$ cat src/srtrb_pkg.sv
// Shared types and constants for the serial receive/transmit ring buffers.
// Used by the controller, the datapath and the top level; no dependencies.
`default_nettype none

package srtrb_pkg;

    localparam int RX_DEPTH_DEF = 128;
    localparam int TX_DEPTH_DEF = 64;

    localparam int CMD_W      = 3;
    localparam int BYTE_W     = 8;
    localparam int RX_COUNT_W = 7;
    localparam int TX_COUNT_W = 6;

    localparam logic [CMD_W-1:0] CMD_LINE_RX  = 3'd0;
    localparam logic [CMD_W-1:0] CMD_HOST_RD  = 3'd1;
    localparam logic [CMD_W-1:0] CMD_HOST_WR  = 3'd2;
    localparam logic [CMD_W-1:0] CMD_TX_READY = 3'd3;
    localparam logic [CMD_W-1:0] CMD_FLUSH_RX = 3'd4;
    localparam logic [CMD_W-1:0] CMD_CLR_ABRT = 3'd5;

    localparam logic [BYTE_W-1:0] CTRL_X = 8'h18;

    typedef enum logic [1:0] {
        ST_IDLE,
        ST_EXEC,
        ST_RESP
    } state_t;

    // Controller to datapath commands
    typedef struct packed {
        logic load;   // capture transaction and read both stores at their tails
        logic exec;   // apply the command and register the result
    } ctrl_cmd_t;

endpackage

`default_nettype wire

$ cat src/srtrb_ctrl.sv
// Sequencing state machine for the ring buffers: accept, execute, respond.
// Depends on srtrb_pkg.
`default_nettype none

module srtrb_ctrl
(
    input  wire                 clk,
    input  wire                 rst_n,
    input  wire                 start,
    output logic                busy,
    output logic                done,
    output srtrb_pkg::ctrl_cmd_t ctrl
);

    srtrb_pkg::state_t state_reg;
    srtrb_pkg::state_t state_next;

    always_ff @(posedge clk or negedge rst_n)
    begin
        if (!rst_n)
        begin
            state_reg <= srtrb_pkg::ST_IDLE;
        end
        else
        begin
            state_reg <= state_next;
        end
    end

    always_comb
    begin
        state_next = state_reg;
        case (state_reg)
            srtrb_pkg::ST_IDLE:
            begin
                if (start)
                begin
                    state_next = srtrb_pkg::ST_EXEC;
                end
            end
            srtrb_pkg::ST_EXEC:
            begin
                state_next = srtrb_pkg::ST_RESP;
            end
            srtrb_pkg::ST_RESP:
            begin
                // take the next transaction while the result is on the ports
                if (start)
                begin
                    state_next = srtrb_pkg::ST_EXEC;
                end
                else
                begin
                    state_next = srtrb_pkg::ST_IDLE;
                end
            end
            default:
            begin
                state_next = srtrb_pkg::ST_IDLE;
            end
        endcase
    end

    always_comb
    begin
        busy      = 1'b0;
        done      = 1'b0;
        ctrl.load = 1'b0;
        ctrl.exec = 1'b0;
        case (state_reg)
            srtrb_pkg::ST_IDLE:
            begin
                ctrl.load = start;
            end
            srtrb_pkg::ST_EXEC:
            begin
                busy      = 1'b1;
                ctrl.exec = 1'b1;
            end
            srtrb_pkg::ST_RESP:
            begin
                done      = 1'b1;
                ctrl.load = start;
            end
            default:
            begin
                busy = 1'b0;
            end
        endcase
    end

endmodule

`default_nettype wire

$ cat src/srtrb_dpath.sv
// Datapath: receive and transmit byte stores, pointers, abort flag, result registers.
// Depends on srtrb_pkg; driven by srtrb_ctrl.
`default_nettype none

module srtrb_dpath
#(
    parameter int RX_DEPTH = srtrb_pkg::RX_DEPTH_DEF,
    parameter int TX_DEPTH = srtrb_pkg::TX_DEPTH_DEF
)
(
    input  wire                                  clk,
    input  wire                                  rst_n,
    input  srtrb_pkg::ctrl_cmd_t                 ctrl,
    input  wire  [srtrb_pkg::CMD_W-1:0]          cmd,
    input  wire  [srtrb_pkg::BYTE_W-1:0]         byte_value,
    output logic [srtrb_pkg::BYTE_W-1:0]         out_byte,
    output logic                                 out_valid,
    output logic                                 accepted,
    output logic                                 abort_latched,
    output logic                                 power_off_pulse,
    output logic                                 tx_active,
    output logic [srtrb_pkg::RX_COUNT_W-1:0]     rx_count,
    output logic [srtrb_pkg::TX_COUNT_W-1:0]     tx_count
);

    localparam int RX_PW = $clog2(RX_DEPTH);
    localparam int TX_PW = $clog2(TX_DEPTH);
    localparam logic [RX_PW:0]   RX_DEPTH_V = RX_DEPTH[RX_PW:0];
    localparam logic [TX_PW:0]   TX_DEPTH_V = TX_DEPTH[TX_PW:0];
    localparam logic [RX_PW-1:0] RX_LAST    = RX_PW'(RX_DEPTH - 1);
    localparam logic [TX_PW-1:0] TX_LAST    = TX_PW'(TX_DEPTH - 1);

    logic [srtrb_pkg::BYTE_W-1:0] rx_mem [RX_DEPTH];
    logic [srtrb_pkg::BYTE_W-1:0] tx_mem [TX_DEPTH];

    logic [RX_PW-1:0] rx_head_reg, rx_head_next;
    logic [RX_PW-1:0] rx_tail_reg, rx_tail_next;
    logic [TX_PW-1:0] tx_head_reg, tx_head_next;
    logic [TX_PW-1:0] tx_tail_reg, tx_tail_next;
    logic             abort_reg, abort_next;

    logic [srtrb_pkg::CMD_W-1:0]  cmd_reg;
    logic [srtrb_pkg::BYTE_W-1:0] byte_reg;
    logic [srtrb_pkg::BYTE_W-1:0] rx_rd_reg;
    logic [srtrb_pkg::BYTE_W-1:0] tx_rd_reg;

    logic [RX_PW-1:0] rx_head_adv, rx_tail_adv;
    logic [TX_PW-1:0] tx_head_adv, tx_tail_adv;
    logic             rx_we, tx_we;
    logic [srtrb_pkg::BYTE_W-1:0] ob_next;
    logic             ovalid_next, acc_next, pulse_next;
    logic [RX_PW:0]   rx_occ;
    logic [TX_PW:0]   tx_occ;

    assign rx_head_adv = (rx_head_reg == RX_LAST) ? '0 : rx_head_reg + 1'b1;
    assign rx_tail_adv = (rx_tail_reg == RX_LAST) ? '0 : rx_tail_reg + 1'b1;
    assign tx_head_adv = (tx_head_reg == TX_LAST) ? '0 : tx_head_reg + 1'b1;
    assign tx_tail_adv = (tx_tail_reg == TX_LAST) ? '0 : tx_tail_reg + 1'b1;

    always_comb
    begin
        rx_head_next = rx_head_reg;
        rx_tail_next = rx_tail_reg;
        tx_head_next = tx_head_reg;
        tx_tail_next = tx_tail_reg;
        abort_next   = abort_reg;
        rx_we        = 1'b0;
        tx_we        = 1'b0;
        ob_next      = '0;
        ovalid_next  = 1'b0;
        acc_next     = 1'b0;
        pulse_next   = 1'b0;
        case (cmd_reg)
            srtrb_pkg::CMD_LINE_RX:
            begin
                if (byte_reg == srtrb_pkg::CTRL_X)
                begin
                    abort_next = 1'b1;
                    pulse_next = 1'b1;
                end
                else if (!abort_reg && (rx_head_adv != rx_tail_reg))
                begin
                    rx_we        = 1'b1;
                    rx_head_next = rx_head_adv;
                    acc_next     = 1'b1;
                end
            end
            srtrb_pkg::CMD_HOST_RD:
            begin
                if (rx_head_reg != rx_tail_reg)
                begin
                    ob_next      = rx_rd_reg;
                    ovalid_next  = 1'b1;
                    rx_tail_next = rx_tail_adv;
                end
            end
            srtrb_pkg::CMD_HOST_WR:
            begin
                if (tx_head_adv != tx_tail_reg)
                begin
                    tx_we        = 1'b1;
                    tx_head_next = tx_head_adv;
                    acc_next     = 1'b1;
                end
            end
            srtrb_pkg::CMD_TX_READY:
            begin
                if (tx_head_reg != tx_tail_reg)
                begin
                    ob_next      = tx_rd_reg;
                    ovalid_next  = 1'b1;
                    tx_tail_next = tx_tail_adv;
                end
            end
            srtrb_pkg::CMD_FLUSH_RX:
            begin
                rx_tail_next = rx_head_reg;
            end
            srtrb_pkg::CMD_CLR_ABRT:
            begin
                abort_next = 1'b0;
            end
            default:
            begin
                abort_next = abort_reg;
            end
        endcase
    end

    // Occupancy after this transaction
    always_comb
    begin
        if (rx_head_next >= rx_tail_next)
        begin
            rx_occ = {1'b0, rx_head_next} - {1'b0, rx_tail_next};
        end
        else
        begin
            rx_occ = RX_DEPTH_V - ({1'b0, rx_tail_next} - {1'b0, rx_head_next});
        end
        if (tx_head_next >= tx_tail_next)
        begin
            tx_occ = {1'b0, tx_head_next} - {1'b0, tx_tail_next};
        end
        else
        begin
            tx_occ = TX_DEPTH_V - ({1'b0, tx_tail_next} - {1'b0, tx_head_next});
        end
    end

    always_ff @(posedge clk or negedge rst_n)
    begin
        if (!rst_n)
        begin
            rx_head_reg <= '0;
            rx_tail_reg <= '0;
            tx_head_reg <= '0;
            tx_tail_reg <= '0;
            abort_reg   <= 1'b0;
        end
        else if (ctrl.exec)
        begin
            rx_head_reg <= rx_head_next;
            rx_tail_reg <= rx_tail_next;
            tx_head_reg <= tx_head_next;
            tx_tail_reg <= tx_tail_next;
            abort_reg   <= abort_next;
        end
    end

    // Capture the transaction and pre-read both stores at their tails
    always_ff @(posedge clk)
    begin
        if (ctrl.load)
        begin
            cmd_reg   <= cmd;
            byte_reg  <= byte_value;
            rx_rd_reg <= rx_mem[rx_tail_reg];
            tx_rd_reg <= tx_mem[tx_tail_reg];
        end
    end

    always_ff @(posedge clk)
    begin
        if (ctrl.exec && rx_we)
        begin
            rx_mem[rx_head_reg] <= byte_reg;
        end
        if (ctrl.exec && tx_we)
        begin
            tx_mem[tx_head_reg] <= byte_reg;
        end
    end

    always_ff @(posedge clk)
    begin
        if (ctrl.exec)
        begin
            out_byte        <= ob_next;
            out_valid       <= ovalid_next;
            accepted        <= acc_next;
            abort_latched   <= abort_next;
            power_off_pulse <= pulse_next;
            tx_active       <= (tx_occ != '0);
            rx_count        <= srtrb_pkg::RX_COUNT_W'(rx_occ);
            tx_count        <= srtrb_pkg::TX_COUNT_W'(tx_occ);
        end
    end

endmodule

`default_nettype wire

$ cat src/serial_rx_tx_ring_buffers_top.sv
// The result strobe (done) is raised in ST_RESP, reached through ST_EXEC after the accepting edge.
// Transactions are spaced by the registered store read followed by the update in ST_EXEC;
// start is ignored while busy and is taken again while done is high.
// Reset clears both queues' pointers and the abort flag; store contents stay undefined.
// done lasts one cycle and the receiver cannot stall it.
// Top level of the serial receive/transmit ring buffers; uses srtrb_pkg, srtrb_ctrl,
// srtrb_dpath.
`default_nettype none

module serial_rx_tx_ring_buffers_top
#(
    parameter int RX_DEPTH = srtrb_pkg::RX_DEPTH_DEF,
    parameter int TX_DEPTH = srtrb_pkg::TX_DEPTH_DEF
)
(
    input  wire                              clk,
    input  wire                              rst_n,
    input  wire                              start,
    output logic                             busy,
    input  wire  [srtrb_pkg::CMD_W-1:0]      cmd,
    input  wire  [srtrb_pkg::BYTE_W-1:0]     byte_value,
    output logic                             done,
    output logic [srtrb_pkg::BYTE_W-1:0]     out_byte,
    output logic                             out_valid,
    output logic                             accepted,
    output logic                             abort_latched,
    output logic                             power_off_pulse,
    output logic                             tx_active,
    output logic [srtrb_pkg::RX_COUNT_W-1:0] rx_count,
    output logic [srtrb_pkg::TX_COUNT_W-1:0] tx_count
);

    srtrb_pkg::ctrl_cmd_t ctrl;

    srtrb_ctrl u_ctrl
    (
        .clk   (clk),
        .rst_n (rst_n),
        .start (start),
        .busy  (busy),
        .done  (done),
        .ctrl  (ctrl)
    );

    srtrb_dpath
    #(
        .RX_DEPTH (RX_DEPTH),
        .TX_DEPTH (TX_DEPTH)
    )
    u_dpath
    (
        .clk             (clk),
        .rst_n           (rst_n),
        .ctrl            (ctrl),
        .cmd             (cmd),
        .byte_value      (byte_value),
        .out_byte        (out_byte),
        .out_valid       (out_valid),
        .accepted        (accepted),
        .abort_latched   (abort_latched),
        .power_off_pulse (power_off_pulse),
        .tx_active       (tx_active),
        .rx_count        (rx_count),
        .tx_count        (tx_count)
    );

    a_accept_busy: assert property (@(posedge clk) disable iff (!rst_n)
        (start && !busy) |=> busy)
        else $error("accepted transaction did not enter execution");

    a_done_after_busy: assert property (@(posedge clk) disable iff (!rst_n)
        done |-> $past(busy))
        else $error("result strobe without preceding execution cycle");

    a_pulse_sets_abort: assert property (@(posedge clk) disable iff (!rst_n)
        (done && power_off_pulse) |-> abort_latched)
        else $error("control-X result without abort flag");

    a_valid_xor_acc: assert property (@(posedge clk) disable iff (!rst_n)
        done |-> !(out_valid && accepted))
        else $error("result both dequeued and stored a byte");

endmodule

`default_nettype wire
$ cat config.mk
export PLATFORM = sky130hd
export DESIGN_NAME = serial_rx_tx_ring_buffers_top
export DESIGN_NICKNAME = d
export VERILOG_FILES = /design/src/srtrb_pkg.sv /design/src/srtrb_ctrl.sv /design/src/srtrb_dpath.sv /design/src/serial_rx_tx_ring_buffers_top.sv
export SDC_FILE = /design/constraint.sdc
export NUM_CORES = 2
export LEC_CHECK = 0
export BUFFER_PORTS_ARGS = -buffer_cell sky130_fd_sc_hd__buf_2
export CAP_MARGIN = 25
export CORE_MARGIN = 2
export CORE_UTILIZATION = 57
export DETAILED_ROUTE_END_ITERATION = 10
export HOLD_SLACK_MARGIN = 0.1
export PLACE_DENSITY = 0.76
export SKIP_LAST_GASP = 1
export SLEW_MARGIN = 10
export SYNTH_ARGS = -nofsm -noshare
export SYNTH_HDL_FRONTEND = slang
export SYNTH_SLANG_ARGS = --single-unit
$ cat constraint.sdc
create_clock -name clk -period 5.25 [get_ports clk]
set_input_delay 0.525 -clock clk [delete_from_list [all_inputs] [get_ports clk]]
set_output_delay 0.525 -clock clk [all_outputs]
set_load 0.01 [all_outputs]
==> metrics.md <==
| Metric | Value |
|---|---|
| Area contributors post-synth | edfxtp_1 (74%), mux4_2 (16%), dfrtp_1 (1.1%) |
| Largest register FFs | 1,024 |
| Final core utilization | 64.02% |
| Finished Layout Cells | 4,800 |
| Top reg by flops | u_dpath.rx_mem |
| VDD IR-drop max | 0.0003927 V |
| ANT nets after route | 0 |
| Setup TNS | 0 ns |
| Max-slew violation count | 0 |
| Leakage | 22.22 nW |
| DRC violations left | 0 |
| RSZ-0062 raised after global routing | no |
| Via count | 32,010 |
| Setup Fix Bufs, Post-CTS | 0 |
| CP max stage delay | 0.60 ns |
| Global-route wire length before repair | 219,800 um |
| Relative slew margins | 22.71% |
| Core Rows | 123 |
| GRT overflow | 0 |
| GP Congestion | 0.8882 |
| Finished Cell Area | 0.07183 mm^2 |
| Min-Delay Path Class | in2reg |
| Number of synthesized flops with an enable pin | 1,589 |
| Diode count | 0 |
| Status | completed |
| Layout area overhead | 11.68% |
| Port Buffer Count | 41 |
| Fin crit period | 4.695 ns |
| GRT Resource Usage Total | 25.88% |
| Largest net degree at the start of global routing | 193 |
| Fin. Hold Viols | 0 |
| CP required | 5.76 ns |
| Largest delay contributor family on the critical path | compound AO/OA/AOI/OAI gates |
| Least-Margin Pin Slew | 1.159 ns |
| Antenna violations before repair | 0 |
| # nets final | 3,201 |
| Hold buffer count at CTS | 13 |
| Routed Wire Length | 147,300 um |
| Post-DR wirelength/cell | 30.69 um |
| Clock buffer depth | 3 |
| Placed Area | 0.06638 mm^2 |
| WP data arrival | 5.21 ns |
| Asr flop ratio synth | 1.792% |
| Vias per cell | 6.669 |
| Initial Util | 57.33% |
| Power Density | 417.9 mW/mm^2 |
| Part of the cycle the worst path needs | 89.44% |
| Worst-path cell with the longest stage delay | dfrtp_1 |
| Storage element area | 0.04846 mm^2 |
| Placed insts | 4,485 |
| Worst R2R Setup Slack | 0.55 ns |
| Filler Cell Count | 6,989 |
| Synthesized cell area | 0.06432 mm^2 |
| Die H | 339.9 um |
| Yosys reg bits | 1,618 |
| Post-synth top flop | edfxtp_1 |
| MaxCap Viol Count | 0 |
| Die area | 0.1155 mm^2 |
| CP Class | reg2reg |
| Post-synthesis area per instance | 21.04 um^2 |
| Synth Instances | 3,057 |
| Crit path launch type | flop |
| CP max FO | 34 |
| Skew-Pair Late Insertion Delay | 0.78 ns |
| Synth cell types | 70 |
| Share of cells above drive strength 1 | 25.82% |
| Placeable Area | 0.1122 mm^2 |
| Clock Skew | 0.04201 ns |
| Mapped Nets | 3,090 |
| Setup violators final | 0 |
| First-pass detailed-route iteration total | 8 |
| Top flop regs | u_dpath.rx_mem x1024, u_dpath.tx_mem x512 |
| Vias in the first global route | 32,710 |
| TritonCTS buffer count | 155 |
| Crit. End Element | flop |
| Post-detail-place hpwl | 81,410 um |
| CTS Sinks | 1,618 |
| Worst hold slack | 0.4801 ns |
| Top cell by count, worst path | ha_1 |
| Synth Warn # | 0 |
| Multi-input gate area | 0.01497 mm^2 |
| Clock slew at reported path FFs | 0.06 ns |
| DRT iter0 DRCs | 4,625 |
| Synth top area share | 74.19% |
| H-tree depth | 4 |
| Cts repair resizes | 0 |
| Post-synthesis sequential area ratio | 75.31% |
| CTS tree | yes |
| Die Span X | 339.9 um |
| Critical path buffers and inverters | 1 |
| Root Driver | clkbuf_16 |
| Critical-path cell list | ha_1, xnor2_1, a221oi_1, o311a_1, o311ai_0, a2bb2oi_4, buf_4, nand2b_1, o31ai_1, ha_1, a21oi_1, and4b_1, o21ai_0, o211ai_1, xor2_1, a211o_1 |
| # IOs | 42 |
| Area leader, netlist | edfxtp_1 |
| Max Freq | 0.2130 GHz |
[routing by layer]
| layer | GRT usage (%) | part of all wire, % | vias to the layer above |
|---|---|---|---|
| met3 | 4.965 | 9.5 | 289 |
| met4 | 8.831 | 3.2 | 0 |
| met1 | 36.95 | 38 | 16810 |
| met5 | 0 | 0 | - |
| li1 | - | - | 12980 |
| met2 | 40.86 | 49 | 1931 |
[path summary, 6_finish.rpt]
kind                                             start                      to  cells past startpoint
worst max-delay path            u_dpath.tx_head_reg[0]       u_dpath.tx_active                     16
worst min-delay path                     byte_value[5]     u_dpath.byte_reg[5]                      2
worst max register to register  u_dpath.tx_head_reg[0]       u_dpath.tx_active                     16
worst min register to register     u_ctrl.state_reg[0]     u_ctrl.state_reg[0]                      1
max in group asynchronous                        rst_n  u_dpath.rx_tail_reg[0]                      2
min in group asynchronous                        rst_n  u_dpath.tx_head_reg[4]                      2
[power by group]
group | total, mW | switching (mW) | internal, mW | leakage, nW
clock network | 11.3 | 4.80 | 6.52 | 2.51
registers | 14.6 | 0.239 | 14.4 | 14.7
logic | 4.09 | 2.25 | 1.85 | 5.02
total | 30.0 | 7.29 | 22.7 | 22.2
[metrics by stage]
step	worst slack [ns]	power (mW)
detailed placement	0.6892	18.90
global placement	0.7975	18.83
global route	0.2305	30.87
finish	0.5545	30.02
floorplan	0.007208	17.71
CTS	0.6744	30.11
[layout by cell type (no fill, tap or decap), types with 7 or more instances in the layout]
cell type,instances
dlygate4sd3_1,13
ha_1,16
o21ai_0,34
nor2_1,183
o21ai_1,9
a211oi_1,17
bufinv_16,16
xnor2_1,30
clkbuf_1,39
a22oi_1,11
mux2i_1,61
and3_1,7
clkbuf_16,161
nor2b_1,19
clkinv_1,29
clkinv_2,22
o22ai_1,18
dfrtp_1,24
nor3_1,40
mux4_2,448
or2_2,11
a21oi_1,25
buf_12,12
a22o_1,16
xor2_1,17
a31oi_1,7
nor4_1,27
o31ai_1,7
buf_4,79
inv_1,17
nand4_1,12
nand2b_1,18
a221oi_1,26
buf_2,45
edfxtp_1,1589
nand3_1,30
nand2_1,55
[synth_stat cells, types with 3 or more instances]
master	instances
nor3_1	41
mux2i_1	61
inv_1	19
nor4_1	29
nand4_1	12
buf_1	33
ha_1	17
or3_1	3
nor2_1	183
buf_2	56
a221oi_1	26
nand2_1	55
nand3_1	30
a211oi_1	17
o22ai_1	18
or4_1	4
nor2b_1	20
mux4_2	448
a21o_1	6
o31ai_1	7
mux2_2	6
a22oi_1	11
buf_6	7
clkbuf_1	103
o41ai_1	3
or2_2	11
nand3b_1	5
xnor2_1	30
dfrtp_1	29
xor2_1	17
o21ai_0	35
and2_1	6
nand2b_1	19
a22o_1	16
and3_1	7
edfxtp_1	1589
a31oi_1	7
a21oi_1	25
o21ai_1	8
[logic make-up after synthesis]
family                   count (synthesis)  synth area share, %
flip-flops                            1618                75.31
AND/OR/NAND/NOR                        436                3.245
multiplexers                           515                16.74
AO/OA/AOI/OAI                          200                2.169
XOR/XNOR                                47               0.6400
buffers and inverters                  221                1.482
adder cells (fa/ha/maj)                 20               0.4085
[final cells by class]
class	instances	area share [%]
Tap cell	1500	2.613
Timing Repair Buffer	154	1.761
Sequential cell	1618	67.47
Inverter	21	0.1132
Multi-Input combinational cell	1218	20.84
Clock inverter	85	1.317
Clock buffer	204	5.889
Power figures use the tool's default switching activity.
